<file path="config.mk">
export PLATFORM = sky130hd
export DESIGN_NAME = bisync_reply_frame_receiver_top
export DESIGN_NICKNAME = d
export VERILOG_FILES = /design/src/hw/rtl/bsrx_pkg.sv /design/src/hw/rtl/bisync_reply_frame_receiver_top.sv /design/src/hw/rtl/bsrx_step.sv
export SDC_FILE = /design/constraint.sdc
export NUM_CORES = 1
export LEC_CHECK = 0
export ABC_CLOCK_PERIOD_IN_PS = 4800
export BUFFER_PORTS_ARGS = -buffer_cell sky130_fd_sc_hd__buf_2
export CORE_ASPECT_RATIO = 0.9
export CORE_MARGIN = 3
export CORE_UTILIZATION = 35
export CTS_BUF_LIST = sky130_fd_sc_hd__clkbuf_2
export DETAILED_ROUTE_END_ITERATION = 7
export PLACE_DENSITY = 0.51
export SLEW_MARGIN = 0
export SYNTH_ARGS = -nofsm -noshare
export SYNTH_HDL_FRONTEND = slang
export SYNTH_HIERARCHICAL = 1
export SYNTH_SLANG_ARGS = --single-unit
export TNS_END_PERCENT = 5
</file>
<file path="constraint.sdc">
create_clock -name clk -period 4.8 [get_ports clk]
set_input_delay 0.24 -clock clk [delete_from_list [all_inputs] [get_ports clk]]
set_output_delay 0.24 -clock clk [all_outputs]
set_load 0.02 [all_outputs]
</file>
<file path="src/hw/rtl/bsrx_pkg.sv">
// Shared types and constants for the bisync reply frame receiver.
// No dependencies; imported by bsrx_step and the top level.
`timescale 1ns / 1ps

package bsrx_pkg;

  // Link control characters
  localparam logic [7:0] CH_STX = 8'h02;
  localparam logic [7:0] CH_ETX = 8'h03;
  localparam logic [7:0] CH_EOT = 8'h04;

  // Default buffer size: STX + body + ETX + BCC
  localparam int MAX_FRAME_BYTES_DEF = 32;

  // Field widths
  localparam int BYTE_W  = 8;
  localparam int COUNT_W = 6;

  // Item modes; the spare code acts as force idle
  localparam logic [1:0] MODE_BYTE  = 2'd0;
  localparam logic [1:0] MODE_ARM   = 2'd1;
  localparam logic [1:0] MODE_IDLE  = 2'd2;
  localparam logic [1:0] MODE_SPARE = 2'd3;

  typedef enum logic [1:0] {
    PH_IDLE = 2'd0,
    PH_WSTX = 2'd1,
    PH_BODY = 2'd2,
    PH_WBCC = 2'd3
  } phase_t;

  typedef enum logic [2:0] {
    ST_BUSY  = 3'd0,
    ST_OK    = 3'd1,
    ST_EOT   = 3'd2,
    ST_NOSTX = 3'd3,
    ST_BCC   = 3'd4,
    ST_LONG  = 3'd5,
    ST_NARM  = 3'd6
  } status_t;

  // Receiver state carried from item to item
  typedef struct packed {
    phase_t              phase;
    logic [BYTE_W-1:0]   check;
    logic [COUNT_W-1:0]  count;
  } rx_state_t;

  // One result item
  typedef struct packed {
    logic               payload_valid;
    logic [BYTE_W-1:0]  payload_byte;
    logic               frame_end;
    status_t            status;
    logic [BYTE_W-1:0]  computed_check;
  } rx_result_t;

endpackage

</file>
<file path="src/hw/rtl/bisync_reply_frame_receiver_top.sv">
// Channel  | ports                                         | direction
// input    | in_valid, in_stall, in_mode, in_rx_byte        | byte or command in
// result   | out_valid, out_stall, out_payload_valid,       | one result per item
//          | out_payload_byte, out_frame_end, out_status,   |
//          | out_computed_check                            |
// Each item passes the input register, then is decoded into the result
// register; one item per cycle is sustained while out_stall is low, since the
// state loop is one compare and one XOR. Synchronous active-low reset empties
// both registers and returns the receiver to idle. While out_stall holds the
// result, one more item is taken into the input register, then in_stall rises.
// Top level of the bisync reply frame receiver; depends on bsrx_pkg, bsrx_step.
`timescale 1ns / 1ps

module bisync_reply_frame_receiver_top #(
  parameter int MAX_FRAME_BYTES = bsrx_pkg::MAX_FRAME_BYTES_DEF
) (
  input  logic       clk,
  input  logic       rst_n,
  input  logic       in_valid,
  output logic       in_stall,
  input  logic [1:0] in_mode,
  input  logic [7:0] in_rx_byte,
  output logic       out_valid,
  input  logic       out_stall,
  output logic       out_payload_valid,
  output logic [7:0] out_payload_byte,
  output logic       out_frame_end,
  output logic [2:0] out_status,
  output logic [7:0] out_computed_check
);
  import bsrx_pkg::*;

  localparam logic [COUNT_W-1:0] BodyLimit = COUNT_W'(MAX_FRAME_BYTES - 3);

  logic              s1_valid_r;
  logic [1:0]        s1_mode_r;
  logic [7:0]        s1_byte_r;
  rx_state_t         state_r;
  rx_state_t         state_nxt;
  rx_result_t        res_nxt;
  rx_result_t        res_r;
  logic              out_valid_r;
  logic              advance;
  logic              in_xfer;

  // Result register free, or emptied by a transfer this cycle
  assign advance  = !out_valid_r || !out_stall;
  assign in_stall = s1_valid_r && !advance;
  assign in_xfer  = in_valid && !in_stall;

  // Input register
  always_ff @(posedge clk) begin
    if (!rst_n) begin
      s1_valid_r <= 1'b0;
    end else if (advance || !s1_valid_r) begin
      s1_valid_r <= in_xfer;
    end
  end

  always_ff @(posedge clk) begin
    if (in_xfer) begin
      s1_mode_r <= in_mode;
      s1_byte_r <= in_rx_byte;
    end
  end

  bsrx_step #(
    .MAX_FRAME_BYTES(MAX_FRAME_BYTES)
  ) u_step (
    .mode      (s1_mode_r),
    .rx_byte   (s1_byte_r),
    .state_cur (state_r),
    .state_nxt (state_nxt),
    .result    (res_nxt)
  );

  // Commit state as the item moves into the result register
  always_ff @(posedge clk) begin
    if (!rst_n) begin
      state_r.phase <= PH_IDLE;
      state_r.check <= '0;
      state_r.count <= '0;
    end else if (s1_valid_r && advance) begin
      state_r <= state_nxt;
    end
  end

  // Result register
  always_ff @(posedge clk) begin
    if (!rst_n) begin
      out_valid_r <= 1'b0;
    end else if (advance) begin
      out_valid_r <= s1_valid_r;
    end
  end

  always_ff @(posedge clk) begin
    if (advance && s1_valid_r) begin
      res_r <= res_nxt;
    end
  end

  assign out_valid          = out_valid_r;
  assign out_payload_valid  = res_r.payload_valid;
  assign out_payload_byte   = res_r.payload_byte;
  assign out_frame_end      = res_r.frame_end;
  assign out_status         = res_r.status;
  assign out_computed_check = res_r.computed_check;

  // Body count never passes the buffer limit
  a_count_limit: assert property (@(posedge clk) disable iff (!rst_n)
    state_r.count <= BodyLimit)
    else $error("body count beyond buffer limit");

  // A passed-out body byte never ends a frame
  a_payload_busy: assert property (@(posedge clk) disable iff (!rst_n)
    (out_valid_r && res_r.payload_valid) |-> (!res_r.frame_end && res_r.status == ST_BUSY))
    else $error("payload byte with frame end");

  // Frame end and a non-busy status go together
  a_end_status: assert property (@(posedge clk) disable iff (!rst_n)
    out_valid_r |-> (res_r.frame_end == (res_r.status != ST_BUSY)))
    else $error("frame end and status disagree");

  // Force idle clears the receiver
  a_force_idle: assert property (@(posedge clk) disable iff (!rst_n)
    (s1_valid_r && advance && (s1_mode_r == MODE_IDLE || s1_mode_r == MODE_SPARE))
    |=> (state_r.phase == PH_IDLE && state_r.check == '0 && state_r.count == '0))
    else $error("force idle did not clear state");

  // Input stalls only with an item held in the input register
  a_stall_held: assert property (@(posedge clk) disable iff (!rst_n)
    in_stall |-> (s1_valid_r && out_valid_r))
    else $error("input stalled with room to spare");

endmodule

</file>
<file path="src/hw/rtl/bsrx_step.sv">
// Per-byte frame decode: next receiver state and the result for one item.
// Pure combinational logic; depends on bsrx_pkg.
`timescale 1ns / 1ps

module bsrx_step #(
  parameter int MAX_FRAME_BYTES = bsrx_pkg::MAX_FRAME_BYTES_DEF
) (
  input  logic [1:0]             mode,
  input  logic [7:0]             rx_byte,
  input  bsrx_pkg::rx_state_t    state_cur,
  output bsrx_pkg::rx_state_t    state_nxt,
  output bsrx_pkg::rx_result_t   result
);
  import bsrx_pkg::*;

  // Largest body that fits the buffer
  localparam logic [COUNT_W-1:0] BodyLimit = COUNT_W'(MAX_FRAME_BYTES - 3);

  logic body_full;
  assign body_full = (state_cur.count >= BodyLimit);

  // Decode one item against the current phase
  always_comb begin
    state_nxt = state_cur;
    result    = '0;
    result.status = ST_BUSY;

    case (mode)
      MODE_ARM: begin
        state_nxt.phase = PH_WSTX;
        state_nxt.check = '0;
        state_nxt.count = '0;
      end
      MODE_BYTE: begin
        case (state_cur.phase)
          PH_WSTX: begin
            if (rx_byte == CH_STX) begin
              state_nxt.phase = PH_BODY;
              state_nxt.check = '0;
              state_nxt.count = '0;
            end else begin
              result.frame_end = 1'b1;
              result.status    = (rx_byte == CH_EOT) ? ST_EOT : ST_NOSTX;
              state_nxt.phase  = PH_IDLE;
            end
          end
          PH_BODY: begin
            if (rx_byte == CH_EOT) begin
              result.frame_end = 1'b1;
              result.status    = ST_EOT;
              state_nxt.phase  = PH_IDLE;
            end else if (rx_byte == CH_ETX) begin
              state_nxt.check = state_cur.check ^ rx_byte;
              state_nxt.phase = PH_WBCC;
            end else if (body_full) begin
              result.frame_end = 1'b1;
              result.status    = ST_LONG;
              state_nxt.phase  = PH_IDLE;
            end else begin
              state_nxt.check      = state_cur.check ^ rx_byte;
              state_nxt.count      = state_cur.count + COUNT_W'(1);
              result.payload_valid = 1'b1;
              result.payload_byte  = rx_byte;
            end
          end
          PH_WBCC: begin
            result.frame_end = 1'b1;
            if (rx_byte == state_cur.check) begin
              result.status   = ST_OK;
              state_nxt.phase = PH_WSTX;
            end else begin
              result.status   = ST_BCC;
              state_nxt.phase = PH_IDLE;
            end
          end
          default: begin
            // Byte with no enquiry outstanding
            result.frame_end = 1'b1;
            result.status    = ST_NARM;
          end
        endcase
      end
      default: begin
        // Force idle, also for the unused mode code
        state_nxt.phase = PH_IDLE;
        state_nxt.check = '0;
        state_nxt.count = '0;
      end
    endcase

    result.computed_check = state_nxt.check;
  end

endmodule

</file>
# Yosys cells after proc, flatten, opt, wreduce, memory -nomap -nowiden
# Cells that the tools add are included.
# word_totals
regBits	49
output_inout_bits	23
wordCells	67
# op_classes
add_sub_neg	1
n_lt_le_gt_ge	1
n_eq_ne	15
mux	20
bitwise	3
reduce_logical	15
# op_table
cell	count
2-to-1 mux 14 bit	3
case mux 16 bit (2 select lines)	1
case mux 14 bit (2 select lines)	1
equality test 8 x 2 -> 1 bit, second input constant	2
2-to-1 mux 4 bit	4
case mux 4 bit (3 select lines)	1
2-to-1 mux 10 bit	1
2-to-1 mux 9 bit	1
!= test 3 bit, second input constant	3
equality test 8 x 3 -> 1 bit, second input constant	1
equality test 8 bit	1
XOR 8 bit	1
adder 6 x 1 -> 6 bit, second input constant	1
>= comparator 6 x 5 -> 1 bit, second input constant	1
2-to-1 mux 2 bit	3
2-to-1 mux 6 bit	1
case mux 2 bit (3 select lines)	1
AND reduction 6 bit	1
logical NOT 1 bit	5
!= test 5 x 2 -> 1 bit, second input constant	1
OR reduction 5 bit	1
equality test 2 x 1 -> 1 bit, second input constant	2
equality test 2 bit, second input constant	2
!= test 4 x 1 -> 1 bit, second input constant	1
10 further kinds	15

# Longest topological paths before layout
# Gate-level depths: netlist of the first run.
# logic_depth
word_depth	6
depth_mapped	11
mapped_depth_nobuf	9

# Cells and area by module
# The synthesis of the first run kept the hierarchy.
# modules_own_cells
mod	n_inst	cells_each	area_each_um2	seq_area_each_um2
bisync_reply_frame_receiver_top	1	109	1666.6	1291.2
bsrx_step	1	151	1014.7	0.0

# Least setup slack after synthesis of the first run
# Ideal clock, no wire load.
# synth_path
path_kind	reg-to-reg
start	reg s1_byte_r[4]
end	reg state_r[10] (netlist name)
setup_time_ns	0.121
arrival_time_ns	2.481
required_time_ns	4.679
path_slack_ns	2.198
path_stages_with_launch	11
n_path_buf	3
cell_sequence	edfxtp_1 -> or4_1 -> buf_2 -> or3_4 -> a211oi_2 -> buf_6 -> nor2_4 -> a221o_1 -> buf_4 -> nand2_1 -> mux2i_1
# synth_lines
element	line	text
from (decl)	bisync_reply_frame_receiver_top.sv:37	logic [7:0] s1_byte_r;
from (signal assigned)	bisync_reply_frame_receiver_top.sv:63	s1_byte_r <= in_rx_byte;
to (signal assigned)	bisync_reply_frame_receiver_top.sv:84	state_r <= state_nxt;
to (decl)	bisync_reply_frame_receiver_top.sv:38	rx_state_t state_r;

==> metrics.md, run 1 <==
| Metric | Value |
|---|---|
| CTS H-tree lvls | 2 |
| RSZ-0062 raised after global routing | no |
| Status | completed |
| Largest net degree at the start of global routing | 38 |
| Detail Placement HPWL | 4090 microns |
| Reg2reg setup slack | 1.59 ns |
| Commonest non-fill, non-tap cell in the layout | nand2_1 |
| Finished Cell Area | 3000 sq um |
| GP Congestion | 0.878 |
| Seq/Total Area, Yosys | 0.482 |
| Slew @ Worst Pin | 1.04 ns |
| Core ar. | 7260 sq um |
| I/O Buffers | 36 |
| Distinct cells, synth | 49 |
| Most used DFF post-synth | edfxtp_1 |
| Vias in the first global route | 1921 |
| Post-CTS Setup Bufs | 0 |
| Routed vias/inst | 5.11 |
| Startpoint Class | flip-flop |
| Number of cell rows | 29 |
| CTS tree | done |
| Final Skew | 0.0133 ns |
| Synthesis-stage register bit count | 49 |
| Simple-gate share of the synthesized area | 0.210 |
| Post-route ant nets | 0 |
| Post_cts resized | 0 |
| Routed len/inst | 15.1 microns |
| Commonest cells after routing, fill and taps aside | nand2_1, buf_2, edfxtp_1, dfxtp_1, mux2i_1 |
| PwrDens | 237 nW/um^2 |
| Syn nets | 281 |
| Synth Instances | 260 |
| P&R area growth vs syn | 12.0% |
| Min Hold Slack | 0.155 ns |
| Dpl ws | 1.64 ns |
| Final core utilization | 0.414 |
| CP max stage delay | 0.76 ns |
| DRT iter0 DRCs | 203 |
| Crit Path Max Fanout | 11 |
| DIE AREA | 8750 sq um |
| Largest delay share family, worst path | compound AO/OA/AOI/OAI gates |
| Min Clock Period, post-route | 3.21 ns |
| Max Fclk | 0.312 GHz |
| CP arrival | 3.57 ns |
| Placement Cell Area | 2850 sq um |
| Setup TNS | 0 ns |
| Global-route wire length before repair | 10000 microns |
| Final Max Slew Viols | 0 |
| Total power | 711 uW |
| Synthesized-area fraction occupied by xor and xnor cells | 0.0261 |
| # nets final | 316 |
| Sum of buffers and inverters on the critical path | 0 |
| Number of synthesized flops with an enable pin | 31 |
| CTS buffer count | 5 |
| Mux cell area share after synthesis | 0.0597 |
| Worst Path Required | 5.17 ns |
| Non-filler cells, final | 389 |
| Via count | 1987 |
| Sink Count | 49 |
| Die Y | 89.0 microns |
| Maximum vdd drop | 0.105 mV |
| Post-Syn Area | 2680 sq um |
| Drt total wl | 5890 microns |
| Leak Pwr | 1.10 nW |
| Setup crit end kind | flip-flop |
| Width of the chip | 98.3 microns |
| Number of max-cap violations | 0 |
| Crit share post-route | 0.668 |
| Layout cells sized above 1 | 0.186 |
| Syn avg cell area | 10.3 sq um |
| Synth Area in Adders | 0.0327 |
| Fin. Hold Viols | 0 |
| Initial antenna violation count | 0 |
| Clk root buf | clkbuf_2 |
| Worst-path clk slew | 0.26 ns |
| I/O pin cnt | 37 |
| Initial Utilization | 0.369 |
| Slew headroom | 0.304 |
| GRT Total Usage | 0.143 |
| Remaining global-route overflow | 0 |
| Worst min-delay path class | in2reg |
| Buffer depth of the longest clock path | 2 |
| Yosys warns | 6 |
| Later-pin clock latency in the skew report | 0.41 ns |
| Final setup vio count | 0 |
| Placed Cells | 370 |
| Crit Path Class | reg2reg |
| CP Cell Sequence | or4_1, or3_4, a211oi_2, a31o_2, a221o_1, nand2_1, mux2i_1 |
| Final setup margin | 1.59 ns |
| Drc violations | 0 |
| Diode count | 0 |
| Ys async rst share | 0 |
| Compound-Gate Fraction of Synth Area | 0.120 |
| CP max stage cell | a211oi_2 |
| Drt pass-1 iters | 4 |
| Main combinational cell family by area after synthesis | simple AND/OR/NAND/NOR gates |
==> worst paths after layout <==
kind / start / to / cells after the start
max: s1_byte_r[4] / state_r[10] / 7
min: out_stall / out_valid / 3
max reg2reg: s1_byte_r[4] / state_r[10] / 7
min reg2reg: state_r[3] / state_r[3] / 2
==> worst register-to-register path: cells and delay by family (launching register included) <==
kind               cells  cell delay [ns]
AOI/OAI and AO/OA      3             1.38
and+or+nand+nor        3             1.11
DFF                    1             0.51
muxes                  1             0.16
==> what timing repair did <==
action	in CTS	in global routing
hold buffers	10	1
hold endpoints to repair	10	1
setup endpoints to repair	0	0
==> registers in the layout, indices dropped and copies added, names as in the netlist <==
register	flops
state_r	16
out_computed_check	8
out_payload_byte	8
s1_byte_r	8
out_status	3
s1_mode_r	2
out_frame_end	1
out_payload_valid	1
out_valid	1
s1_valid_r	1
==> layer usage <==
metal  up-vias  share of wire  track usage
met1       933           0.51        0.210
met3         2          0.047       0.0265
li1       1005              -            -
met4         0         0.0049       0.0335
met5         -              0            0
met2        47           0.44        0.220
==> cells by family after synthesis <==
group | Yosys count
compound gates | 44
buf+inv | 32
fa+ha+maj | 7
mux | 16
flops | 49
simple gates | 104
xor+xnor | 8
==> power by group <==
part / total, mW / internal (mW) / switching [mW]
clock: 0.169 / 0.0348 / 0.134
sequential: 0.471 / 0.462 / 0.00945
combinational: 0.0701 / 0.0275 / 0.0426
total: 0.711 / 0.524 / 0.186
==> layout make-up <==
| class | count | area [sq um] |
|---|---|---|
| fill | 735 | 4250 |
| clock inverter | 3 | 17.5 |
| clock buffer | 5 | 25.0 |
| inverter | 12 | 45.0 |
| tap | 93 | 116 |
| sequential | 49 | 1290 |
| timing repair buffer | 48 | 298 |
| multi-input combinational | 179 | 1210 |
==> synth_stat cells, types with 7 or more instances <==
cell type  instances  area [sq um]
inv_1             12          45.0
and2_1             8          50.1
mux2i_1           16           160
nand2_1           42           158
nor2b_1            8          50.1
xor2_1             8          70.1
a221o_1            7          70.1
ha_1               7          87.6
a21oi_1           12          60.1
nor4b_1            7          61.3
buf_4              8          60.1
edfxtp_1          31           931
dfxtp_1           18           360
Power figures use the tool's default switching activity.
==> inputs of run 2 (changes only) <==
- ABC_CLOCK_PERIOD_IN_PS: 4800 -> 2600
- PLACE_DENSITY: 0.51 -> 0.53
- clock period: 4.8 -> 2.6 ns (I/O delays scaled with it)
==> run 2 against run 1 <==
Die area is the same. Count of clock-buffer cells in the layout is the same. Non-clock buffer count grew 27. Largest power group unchanged. Highest routed layer unchanged.
==> metrics.md, run 2 (synthesis gave the netlist of run 1 again) <==
| Metric | Value |
|---|---|
| Status | completed (unchanged) |
| Setup TNS | 0 ns (unchanged) |
| Setup crit end kind | flip-flop (unchanged) |
| Fillers | 707 (was 735) |
| Final setup vio count | 0 (unchanged) |
| I/O Buffers | 36 (unchanged) |
| Post-route ant nets | 0 (unchanged) |
| Drt total wl | 6140 microns (was 5890 microns) |
| Detail Placement HPWL | 4440 microns (was 4090 microns) |
| Total power | 1.53 mW (was 711 uW) |
| Placement Cell Area | 3010 sq um (was 2850 sq um) |
| I/O pin cnt | 37 (unchanged) |
| Core ar. | 7260 sq um (unchanged) |
| Min Clock Period, post-route | 2.51 ns (was 3.21 ns) |
| Non-filler cells, final | 416 (was 389) |
| Number of max-cap violations | 0 (unchanged) |
| Placed Cells | 391 (was 370) |
| CTS buffer count | 5 (unchanged) |
| Crit Path Class | reg2reg (unchanged) |
| Die Y | 89.0 microns (unchanged) |
| # nets final | 343 (was 316) |
| Worst Path Required | 2.91 ns (was 5.17 ns) |
| Slew @ Worst Pin | 0.599 ns (was 1.04 ns) |
| Max Fclk | 0.398 GHz (was 0.312 GHz) |
| Global-route wire length before repair | 10000 microns (about the same) |
| Largest net degree at the start of global routing | 38 (unchanged) |
| GP Congestion | 0.873 (was 0.878) |
| Final Skew | 0.0178 ns (was 0.0133 ns) |
| Routed len/inst | 14.8 microns (was 15.1 microns) |
| Sink Count | 49 (unchanged) |
| Startpoint Class | flip-flop (unchanged) |
| Later-pin clock latency in the skew report | 0.42 ns (was 0.41 ns) |
| Leak Pwr | 1.26 nW (was 1.10 nW) |
| Finished Cell Area | 3290 sq um (was 3000 sq um) |
| GRT Total Usage | 0.145 (was 0.143) |
| Routed vias/inst | 5.10 (was 5.11) |
| Layout cells sized above 1 | 0.263 (was 0.186) |
| RSZ-0062 raised after global routing | yes (was no) |
| Commonest non-fill, non-tap cell in the layout | nand2_1 (unchanged) |
| DIE AREA | 8750 sq um (unchanged) |
| Final Max Slew Viols | 0 (unchanged) |
| Initial Utilization | 0.369 (unchanged) |
| Buffer depth of the longest clock path | 2 (unchanged) |
| CTS H-tree lvls | 2 (unchanged) |
| Drc violations | 0 (unchanged) |
| Via count | 2120 (was 1987) |
| CTS tree | done (unchanged) |
| Worst min-delay path class | in2reg (unchanged) |
| Remaining global-route overflow | 0 (unchanged) |
| Crit Path Max Fanout | 7 (was 11) |
| DRT iter0 DRCs | 200 (was 203) |
| Initial antenna violation count | 0 (unchanged) |
| Clk root buf | clkbuf_2 (unchanged) |
| Vias in the first global route | 1982 (was 1921) |
| Maximum vdd drop | 0.247 mV (was 0.105 mV) |
| Slew headroom | 0.601 (was 0.304) |
| Most flops, register | state_r (unchanged) |
| Max FFs per register | 16 (unchanged) |
| Number of cell rows | 29 (unchanged) |
| Crit share post-route | 0.967 (was 0.668) |
| CP arrival | 2.83 ns (was 3.57 ns) |
| Fin. Hold Viols | 0 (unchanged) |
| P&R area growth vs syn | 22.9% (was 12.0%) |
| Commonest cells after routing, fill and taps aside | nand2_1, buf_2, edfxtp_1, buf_4, dfxtp_1 (was nand2_1, buf_2, edfxtp_1, dfxtp_1, mux2i_1) |
| Final core utilization | 0.454 (was 0.414) |
| PwrDens | 465 nW/um^2 (was 237 nW/um^2) |
| Worst-path clk slew | 0.26 ns (about the same) |
| Drt pass-1 iters | 4 (unchanged) |
| Width of the chip | 98.3 microns (unchanged) |
| Diode count | 0 (unchanged) |
==> run 2: cell type report <==
| class | instances | area (sq um) | share of cell area |
|---|---|---|---|
| timing repair buffer | 75 | 515 | 0.156 |
| sequential | 49 | 1290 | 0.392 |
| multi-input combinational | 179 | 1230 | 0.374 |
| inverter | 12 | 45.0 | 0.0137 |
| tap | 93 | 116 | 0.0353 |
| clock buffer | 5 | 25.0 | 0.00760 |
| clock inverter | 3 | 68.8 | 0.0209 |
==> run 2: per-layer routing <==
| layer | share of wire | up-vias | GRT usage |
|---|---|---|---|
| met5 | 0 | - | 0 |
| met4 | 0.0047 | 0 | 0.0335 |
| met3 | 0.040 | 2 | 0.0234 |
| met2 | 0.45 | 49 | 0.224 |
| met1 | 0.50 | 1008 | 0.214 |
| li1 | - | 1061 | - |
==> run 2: final timing paths <==
path | from | end | slack, ns | cells past startpoint
min | rst_n | state_r[10] | 0.21 | 3
max reg2reg | s1_byte_r[4] | state_r[13] | 0.09 | 8
max | s1_byte_r[4] | state_r[13] | 0.09 | 8
min reg2reg | state_r[4] | state_r[4] | 0.52 | 2
==> run 2: report_power, final <==
part	total [mW]	switching (mW)	internal, mW	leakage, nW
clock network	0.510	0.247	0.262	0.0536
registers	0.864	0.0111	0.852	0.442
logic	0.158	0.0909	0.0667	0.768
==> run 2: timing repair <==
item | CTS | global route
setup endpoints to repair | 2 | 13
setup buffers | 4 | 1
resized for setup | 1 | 3
hold buffers | 12 | 0
hold endpoints to repair | 12 | 0
==> run 2: worst max-delay path: stages, from the launching register on <==
cell      delay [ns]
edfxtp_1        0.45
or4_4           0.57
or3_4           0.39
a211oi_2        0.21
buf_4           0.20
nor2_4          0.07
a221o_1         0.38
nand2_1         0.07
mux2i_1         0.08
==> run 2: metrics by stage <==
step	setup WS [ns]	hold slack [ns]
6_report	0.0863	0.212
4_1_cts	0.0143	0.184
3_5_place_dp	0.0328	0.308
2_1_floorplan	0.0336	0.229
5_1_grt	-0.0248	0.228
3_3_place_gp	0.0757	0.306
==> inputs of run 3 (changes only) <==
--- a/config.mk
+++ b/config.mk
@@ -14,4 +14,5 @@
 export DETAILED_ROUTE_END_ITERATION = 7
 export PLACE_DENSITY = 0.53
+export REMOVE_ABC_BUFFERS = 1
 export SLEW_MARGIN = 0
 export SYNTH_ARGS = -nofsm -noshare
==> constraint.sdc (replaced) <==
create_clock -name clk -period 2.6 [get_ports clk]
set_input_delay 0.13 -clock clk [delete_from_list [all_inputs] [get_ports clk]]
set_output_delay 0.13 -clock clk [all_outputs]
set_load 0.1 [all_outputs]
==> run 3 against run 2 <==
Global-route usage decreased by 0.56 points. Routed wire length fell by 3.3%. Fmax rose by 2.0%. Critical endpoint is now state_r[11]. First-iteration DRC count is 60% lower. Highest routed layer unchanged. Total power decreased by 7.6%. Sequential share of layout area grew 1.1 points. Die area did not move.
==> metrics.md, run 3 (synthesis gave the netlist of run 1 again) <==
| Metric | Value |
|---|---|
| Number of max-cap violations | 0 (unchanged) |
| Final setup vio count | 0 (unchanged) |
| Final core utilization | 0.441 (was 0.454) |
| Worst-path clk slew | 0.26 ns (about the same) |
| Die Y | 89.0 microns (unchanged) |
| R2R Path Start | s1_byte_r[4] (unchanged) |
| GRT Total Usage | 0.139 (was 0.145) |
| Reg2reg end | state_r[11] (was state_r[13]) |
| Status | completed (unchanged) |
| Grt met1 use | 0.205 (was 0.214) |
| Reg2reg setup slack | 0.14 ns (was 0.09 ns) |
| Number of cell rows | 29 (unchanged) |
| Worst Path Required | 2.94 ns (was 2.91 ns) |
| DRT iter0 DRCs | 81 (was 200) |
| Layout cells sized above 1 | 0.249 (was 0.263) |
| Crit Path Max Fanout | 8 (was 7) |
| DIE AREA | 8750 sq um (unchanged) |
| Internal power | 980 uW (was 1.18 mW) |
| Drc violations | 0 (unchanged) |
| Total power | 1.41 mW (was 1.53 mW) |
| Diode count | 0 (unchanged) |
| CTS buffer count | 5 (unchanged) |
| Initial Utilization | 0.369 (unchanged) |
| Sw Ratio | 0.307 (was 0.228) |
| CP arrival | 2.81 ns (was 2.83 ns) |
| Comb pwr share | 0.169 (was 0.103) |
| Sum of buffers and inverters on the critical path | 1 (unchanged) |
| P&R area growth vs syn | 19.5% (was 22.9%) |
| CTS H-tree lvls | 2 (unchanged) |
| Met2 Track Usage GR | 0.212 (was 0.224) |
| Slew @ Worst Pin | 0.847 ns (was 0.599 ns) |
| Final Max Slew Viols | 0 (unchanged) |
| Largest net degree at the start of global routing | 38 (unchanged) |
| Max FFs per register | 16 (unchanged) |
| Detail Placement HPWL | 4330 microns (was 4440 microns) |
| Clk root buf | clkbuf_2 (unchanged) |
| CP max stage delay | 0.57 ns (about the same) |
| Hold Path End | state_r[12] (was state_r[10]) |
| Reg area | 1290 sq um (unchanged) |
| # nets final | 337 (was 343) |
| Later-pin clock latency in the skew report | 0.41 ns (was 0.42 ns) |
| Buffer depth of the longest clock path | 2 (unchanged) |
| Leak Pwr | 1.21 nW (was 1.26 nW) |
| Worst R2R Path Depth | 8 (unchanged) |
| Met3 Resource Use GR | 0.0296 (was 0.0234) |
| Vias in the first global route | 1966 (was 1982) |
| I/O pin cnt | 37 (unchanged) |
| Commonest non-fill, non-tap cell in the layout | nand2_1 (unchanged) |
| RSZ-0062 raised after global routing | yes (unchanged) |
| Startpoint Class | flip-flop (unchanged) |
| Area of the multi-input gates | 1240 sq um (was 1230 sq um) |
| Width of the chip | 98.3 microns (unchanged) |
| Crit Path Class | reg2reg (unchanged) |
| Worst min-delay path class | in2reg (unchanged) |
| Depth of the worst hold-timing path | 3 (unchanged) |
| GP Congestion | 0.948 (was 0.873) |
| Remaining global-route overflow | 0 (unchanged) |
| Worst Min Path Start | rst_n (unchanged) |
| Final Skew | 0.0237 ns (was 0.0178 ns) |
| Min Clock Period, post-route | 2.46 ns (was 2.51 ns) |
| Slew headroom | 0.434 (was 0.601) |
| Clk pwr share | 0.220 (was 0.333) |
| Via count | 2076 (was 2120) |
| Global-route wire length before repair | 9740 microns (was 10000 microns) |
| Initial antenna violation count | 0 (unchanged) |
| PwrDens | 441 nW/um^2 (was 465 nW/um^2) |
| Core ar. | 7260 sq um (unchanged) |
| Maximum vdd drop | 0.207 mV (was 0.247 mV) |
| Layer with the highest usage | met2 (unchanged) |
| Most flops, register | state_r (unchanged) |
| Drt total wl | 5940 microns (was 6140 microns) |
| Max Fclk | 0.406 GHz (was 0.398 GHz) |
| Drt pass-1 iters | 4 (unchanged) |
| Post-route ant nets | 0 (unchanged) |
| Share of power burned in registers | 0.611 (was 0.564) |
| Commonest cells after routing, fill and taps aside | nand2_1, buf_2, edfxtp_1, buf_4, dfxtp_1 (unchanged) |
| Crit share post-route | 0.948 (was 0.967) |
| Fin. Hold Viols | 0 (unchanged) |
| CP Cell Sequence | or4_4, or3_4, a211oi_2, buf_4, a31o_4, a221o_1, nand2_1, mux2i_1 (was or4_4, or3_4, a211oi_2, buf_4, nor2_4, a221o_1, nand2_1, mux2i_1) |
| CP max stage cell | or4_4 (unchanged) |
| Switch Pwr | 433 uW (was 349 uW) |
| Setup crit end kind | flip-flop (unchanged) |
| Routed len/inst | 14.5 microns (was 14.8 microns) |
| CTS tree | done (unchanged) |
| Largest delay share family, worst path | simple AND/OR/NAND/NOR gates (unchanged) |
| Fillers | 741 (was 707) |
| I/O Buffers | 36 (unchanged) |
| Sink Count | 49 (unchanged) |
| Routed vias/inst | 5.06 (was 5.10) |
[run 3: cell types whose count changed in the layout (fill, tap and decap cells not counted)]
cell	change
buf_4	-6
bufinv_16	-2
clkinv_1	+1
clkinv_2	+1
clkinv_4	+1
inv_6	-1
o31ai_1	-1
o31ai_2	+1
[run 3: tightest hold or removal path, stage by stage]
cell and delay [ns]:
buf_2 0.29, nand2_1 0.14, mux2i_1 0.05
[run 3: layout make-up]
type | count | area share
Tap cell | 93 | 0.0363
Multi-Input combinational cell | 179 | 0.386
Sequential cell | 49 | 0.403
Timing Repair Buffer | 69 | 0.147
Clock inverter | 3 | 0.00547
Inverter | 12 | 0.0141
Clock buffer | 5 | 0.00781
[run 3: worst max-delay path by stage]
| stage | startpoint | end | slack (ns) | cells past startpoint |
|---|---|---|---|---|
| 6_report | s1_byte_r[4] | state_r[11] | 0.14 | 8 |
| 5_1_grt | s1_byte_r[5] | state_r[11] | -0.003 | 8 |
| 4_1_cts | s1_byte_r[4] | state_r[13] | 0.06 | 8 |
| 3_5_place_dp | s1_byte_r[4] | state_r[8] | 0.03 | 8 |
| 3_3_place_gp | s1_byte_r[4] | state_r[7] | 0.1 | 8 |
| 2_1_floorplan | s1_byte_r[4] | state_r[10] | -0.14 | 7 |
[run 3: per-stage QoR]
stage / hold slack [ns] / TNS [ns] / worst slack, ns / instance area [sq um] / instances
2_1_floorplan: 0.229 / -2.04 / -0.139 / 2540 / 240
3_3_place_gp: 0.307 / 0 / 0.0955 / 2990 / 389
3_5_place_dp: 0.308 / 0 / 0.0285 / 2990 / 389
4_1_cts: 0.0126 / 0 / 0.0631 / 3150 / 408
5_1_grt: 0.208 / -0.00308 / -0.00308 / 3200 / 410
6_report: 0.212 / 0 / 0.135 / 3200 / 410
[run 3: routing by layer]
metal	wire, microns	up-vias
met3	239	4
met2	2520	40
met5	0	-
met1	3130	979
li1	-	1053
met4	57	0
[run 3: power by group through the flow]
stage          registers [mW]  logic, mW  clock network [mW]
2_1_floorplan           0.986     0.0525                   0
4_1_cts                 0.864      0.237               0.325
5_1_grt                 0.868      0.252               0.357
3_5_place_dp            0.880      0.223                   0
3_3_place_gp            0.880      0.223                   0
6_report                0.864      0.239               0.311
[run 3: repair_timing]
| item | CTS | global route |
|---|---|---|
| endpoints found under the hold margin | 11 | 1 |
| hold buffers | 11 | 1 |
| setup buffers | 0 | 1 |
| endpoints found under the setup margin | 4 | 26 |
| pin swaps | 0 | 2 |
| gates cloned | 0 | 0 |
| resized for setup | 1 | 4 |
